File: src/sv/aff_pkg.sv
// Shared types and constants for the ACL frame filter.
package aff_pkg;

    localparam logic [15:0] ETYPE_IPV4 = 16'h0800;
    localparam logic [15:0] ETYPE_IPV6 = 16'h86DD;
    localparam logic [7:0]  PROTO_TCP  = 8'd6;
    localparam logic [7:0]  PROTO_UDP  = 8'd17;
    localparam logic [3:0]  IHL_MASK   = 4'hF;
    localparam int          ETH_HDR    = 14;
    localparam int          IPV4_HDR   = 20;
    localparam int          IPV6_HDR   = 40;
    localparam int          CAP_BYTES  = 58;
    localparam logic [6:0]  COUNT_MAX  = 7'd127;

    localparam logic OP_FRAME = 1'b0;
    localparam logic OP_RULE  = 1'b1;

    localparam logic [1:0] REG_ENABLE  = 2'd0;
    localparam logic [1:0] REG_DEFAULT = 2'd1;
    localparam logic [1:0] REG_COUNT   = 2'd2;

    localparam logic [1:0] RSN_OFF     = 2'd0;
    localparam logic [1:0] RSN_SHORT   = 2'd1;
    localparam logic [1:0] RSN_HIT     = 2'd2;
    localparam logic [1:0] RSN_DEFAULT = 2'd3;

    localparam logic [1:0] DIR_ANY     = 2'd0;
    localparam logic [1:0] DIR_EGRESS  = 2'd1;
    localparam logic [1:0] DIR_INGRESS = 2'd2;

    typedef struct packed {
        logic cap;
        logic cap_last;
        logic rwr;
        logic classify;
        logic rd;
        logic eval;
        logic next_word;
        logic next_rule;
        logic fin_hit;
        logic fin_def;
        logic push;
    } t_cmd;

    typedef struct packed {
        logic need_walk;
        logic fail;
        logic word_last;
        logic rules_done;
        logic out_free;
    } t_stat;

endpackage

File: src/sv/aff_ctrl.sv
// Sequencer for frame capture, classification and the rule walk.
module aff_ctrl (
    input  logic          i_clk,
    input  logic          i_rst_n,
    input  logic          i_valid,
    input  logic          i_last,
    input  logic          i_op,
    input  aff_pkg::t_stat i_stat,
    output logic          o_ready,
    output aff_pkg::t_cmd o_cmd
);
    import aff_pkg::*;

    typedef enum logic [2:0] {S_IDLE, S_CLASS, S_READ, S_EVAL, S_OUT} t_state;
    t_state r_state, n_state;
    logic   acc;

    assign o_ready = (r_state == S_IDLE);
    assign acc     = i_valid && o_ready;

    always_comb begin
        o_cmd   = '0;
        n_state = r_state;
        unique case (r_state)
            S_IDLE: begin
                if (acc && i_op == OP_RULE) begin
                    o_cmd.rwr = 1'b1;
                end else if (acc) begin
                    o_cmd.cap      = 1'b1;
                    o_cmd.cap_last = i_last;
                    if (i_last) n_state = S_CLASS;
                end
            end
            S_CLASS: begin
                o_cmd.classify = 1'b1;
                n_state = i_stat.need_walk ? S_READ : S_OUT;
            end
            S_READ: begin
                if (i_stat.rules_done) begin
                    o_cmd.fin_def = 1'b1;
                    n_state = S_OUT;
                end else begin
                    o_cmd.rd = 1'b1;
                    n_state = S_EVAL;
                end
            end
            S_EVAL: begin
                o_cmd.eval = 1'b1;
                if (i_stat.fail) begin
                    o_cmd.next_rule = 1'b1;
                    n_state = S_READ;
                end else if (i_stat.word_last) begin
                    o_cmd.fin_hit = 1'b1;
                    n_state = S_OUT;
                end else begin
                    o_cmd.next_word = 1'b1;
                    n_state = S_READ;
                end
            end
            S_OUT: begin
                if (i_stat.out_free) begin
                    o_cmd.push = 1'b1;
                    n_state = S_IDLE;
                end
            end
            default: n_state = S_IDLE;
        endcase
    end

    always_ff @(posedge i_clk) begin
        if (!i_rst_n) begin
            r_state <= S_IDLE;
        end else begin
            r_state <= n_state;
        end
    end
endmodule

File: config.mk
export PLATFORM = sky130hd
export DESIGN_NAME = aff_ctrl
export DESIGN_NICKNAME = d
export VERILOG_FILES = /design/src/sv/aff_pkg.sv /design/src/sv/aff_ctrl.sv
export SDC_FILE = /design/constraint.sdc
export NUM_CORES = 1
export LEC_CHECK = 0
export ABC_CLOCK_PERIOD_IN_PS = 1400
export BUFFER_PORTS_ARGS = -buffer_cell sky130_fd_sc_hd__buf_2
export CAP_MARGIN = 40
export CORE_AREA = 5 5 42 44
export CTS_CLUSTER_DIAMETER = 60
export DETAILED_ROUTE_END_ITERATION = 8
export DIE_AREA = 0 0 47 49
export PLACE_DENSITY = 0.54
export REMOVE_ABC_BUFFERS = 1
export SLEW_MARGIN = 15
export SYNTH_ARGS = -nofsm -noshare
export SYNTH_HDL_FRONTEND = slang
export SYNTH_SLANG_ARGS = --single-unit
File: constraint.sdc
create_clock -name i_clk -period 1.4 [get_ports i_clk]
set_input_delay 0.28 -clock i_clk [delete_from_list [all_inputs] [get_ports i_clk]]
set_output_delay 0.28 -clock i_clk [all_outputs]
set_load 0.05 [all_outputs]
==> flow_summary.toml <==
[outcome]
outcome = "complete, but fails checks"
violations = "negative setup slack"

[logic_synthesis]
yosysMostFrequentCell = "nor2_1"
synthesis.area_um2 = 271.5
yosysTopAreaCell = "dfxtp_1"
synth_flop_cell = "dfxtp_1"
yosysWarningCount = 0
yosys-top-cells-count = "4 x nor2_1, 3 x dfxtp_1, 3 x inv_1, 3 x nor3_1"
synth_top_area_share_pct = 22.12
ys_seq_area_share_pct = 22.12
synth-async-reset-ratio_pct = 0
synth_edf_count = 0
synthTopCellsByArea = "dfxtp_1 22%, or3b_1 6.5%, nor3_1 5.5%"
synth.distinct_cells = 22
yosys_register_bits = 3
syn-instance-count = 33
syn_avg_cell_area_um2 = 8.228

[routing]
ant_nets = 0
drcViolationCount = 0
wire_per_inst_um = 12.52
via_per_inst = 4.471
num_vias = 389
drt_pass1_iterations = 2
wl_um = 1089
first_iter_violations = 3

[clock_network]
h-tree-depth = 1
cts_root_buf = "clkbuf_4"
clkLatencyLatePin_ps = 230
numCtsBuffers = 3
cts.sinks = 3
cts_tree = "yes"
clk_path_buf_depth = 2
clk_pin_slew_ps = 40

[global_routing]
antenna_found_initial = 0
grt_start_max_net_pins = 7
grt_usage_pct = 9.219
grt_pass1_vias = 382
grt_overflow = 0
grt_pass1_wl_um = 1559

[sta]
clock.fmax_mhz = 608.5
slew_viol_final = 0
period_needed_ps = 1643
slew_headroom_pct = 73.77
period_share_pct = 117.4
tightest_slew_ps = 388.2
fin_skew_ps = 1.918
rsz0062_at_grt = "yes"
setup_tns_ps = -1435
fin_ws_ps = -243.3
hold_violations = 0
finalSetupViolCount = 10

[worst_hold_path]
min-delay-path-class = "in2reg"

[finish]
area_delta_synth_final_pct = 153.9
fillers = 150
n_antenna_cell = 0
final_layout_size_suffix_gt1_share_pct = 78.87
fin_area_um2 = 689.4
largestRegisters = "r_state (3)"
largest_reg_flops = 3
final_nets = 82
layout.cells.non_filler = 87
max_flop_register = "r_state"

[worst_setup_path]
crit_path_start_kind = "flop"
worst-setup-path-type = "reg2out"
rrSetupSlack_ps = 60
cp_max_fo = 5
arrival_ps = 1360
required_ps = 1120
worst_setup_path_end_kind = "output pin"

[placed_design]
place_area_um2 = 460.4
dp.final_hpwl_um = 729.7
post-place-ws_ps = -67.02
io_buffers = 21
place_inst = 79
place_congestion = 0.6344

[power_and_ir_drop]
power.density_mw_per_mm2 = 830.8
vdd_drop_max_mv = 0.4520
p_leak_nw = 0.3115

[die]
dieArea_mm2 = 0.002303
start_util_pct = 19.37
io_pins = 22
rows = 14
die_w_um = 47
coreArea_mm2 = 0.001401
die_h_um = 49

[flow_run]
maxCapViolations = 0
## area by class of cell
| class | instances | area (um^2) | share of cell area (%) |
|---|---|---|---|
| inverter | 4 | 22.52 | 3.267 |
| sequential | 3 | 68.82 | 9.982 |
| clock buffer | 4 | 26.28 | 3.811 |
| tap | 16 | 20.02 | 2.904 |
| timing repair buffer | 35 | 300.3 | 43.56 |
| multi-input combinational | 25 | 251.5 | 36.48 |
## metal layers
layer  vias up  share of wire, %  global-route usage (%)
met2         9                57                   15.16
li1        196                 -                       -
met4         0               1.5                   5.530
met5         -                 0                       0
met1       182                37                   10.53
met3         2               5.0                   1.476
## worst paths after layout
path / start / endpoint / cells after the start
worst min register to register: r_state[2] / r_state[0] / 3
worst max register to register: r_state[2] / r_state[0] / 6
worst max-delay path: r_state[2] / o_cmd[10] / 3
worst min-delay path: i_rst_n / r_state[1] / 2
## metrics by stage
step / util (%) / hold slack [ps] / power (W)
after floorplan: - / 397.7 / 0.0002326
after global placement: 32.86 / 530.5 / 0.0003124
after detailed placement: 32.86 / 531.1 / 0.0003143
after CTS: 42.86 / 286.6 / 0.0005358
after global routing: 49.20 / 291.3 / 0.0006043
final: 49.20 / 288.6 / 0.0005728
## repair_timing
item	in CTS	in global routing
endpoints found under the setup margin	12	12
gates resized for setup	34	16
setup buffers	0	4
hold buffers	0	0
pin swaps	5	4
## critical path: stages (launching register included)
cell and delay [ps]:
dfxtp_4 350, or3_4 410, nor3b_2 190, buf_6 180
## power breakdown
| group | leakage [nW] | internal (W) | switching [W] |
|---|---|---|---|
| clock network | 0.0150 | 0.000107 | 0.0000457 |
| logic | 0.270 | 0.000147 | 0.000167 |
| registers | 0.0264 | 0.0000940 | 0.0000118 |
| total | 0.311 | 0.000348 | 0.000225 |
## layout by cell type (no fill, tap or decap), types with 2 or more instances in the layout
master	count
nor3b_2	2
dfxtp_4	2
nor2_1	2
buf_4	13
buf_2	9
nor2_4	2
buf_8	3
or3b_1	2
buf_6	10
clkbuf_4	3
nor3_2	2
## cell families after synthesis
logic type / count (synthesis) / share of synthesized area (%)
compound gates: 6 / 17.97
buf+inv: 5 / 10.14
flops: 3 / 22.12
simple gates: 19 / 49.77
(Power assumes the default switching activity.)
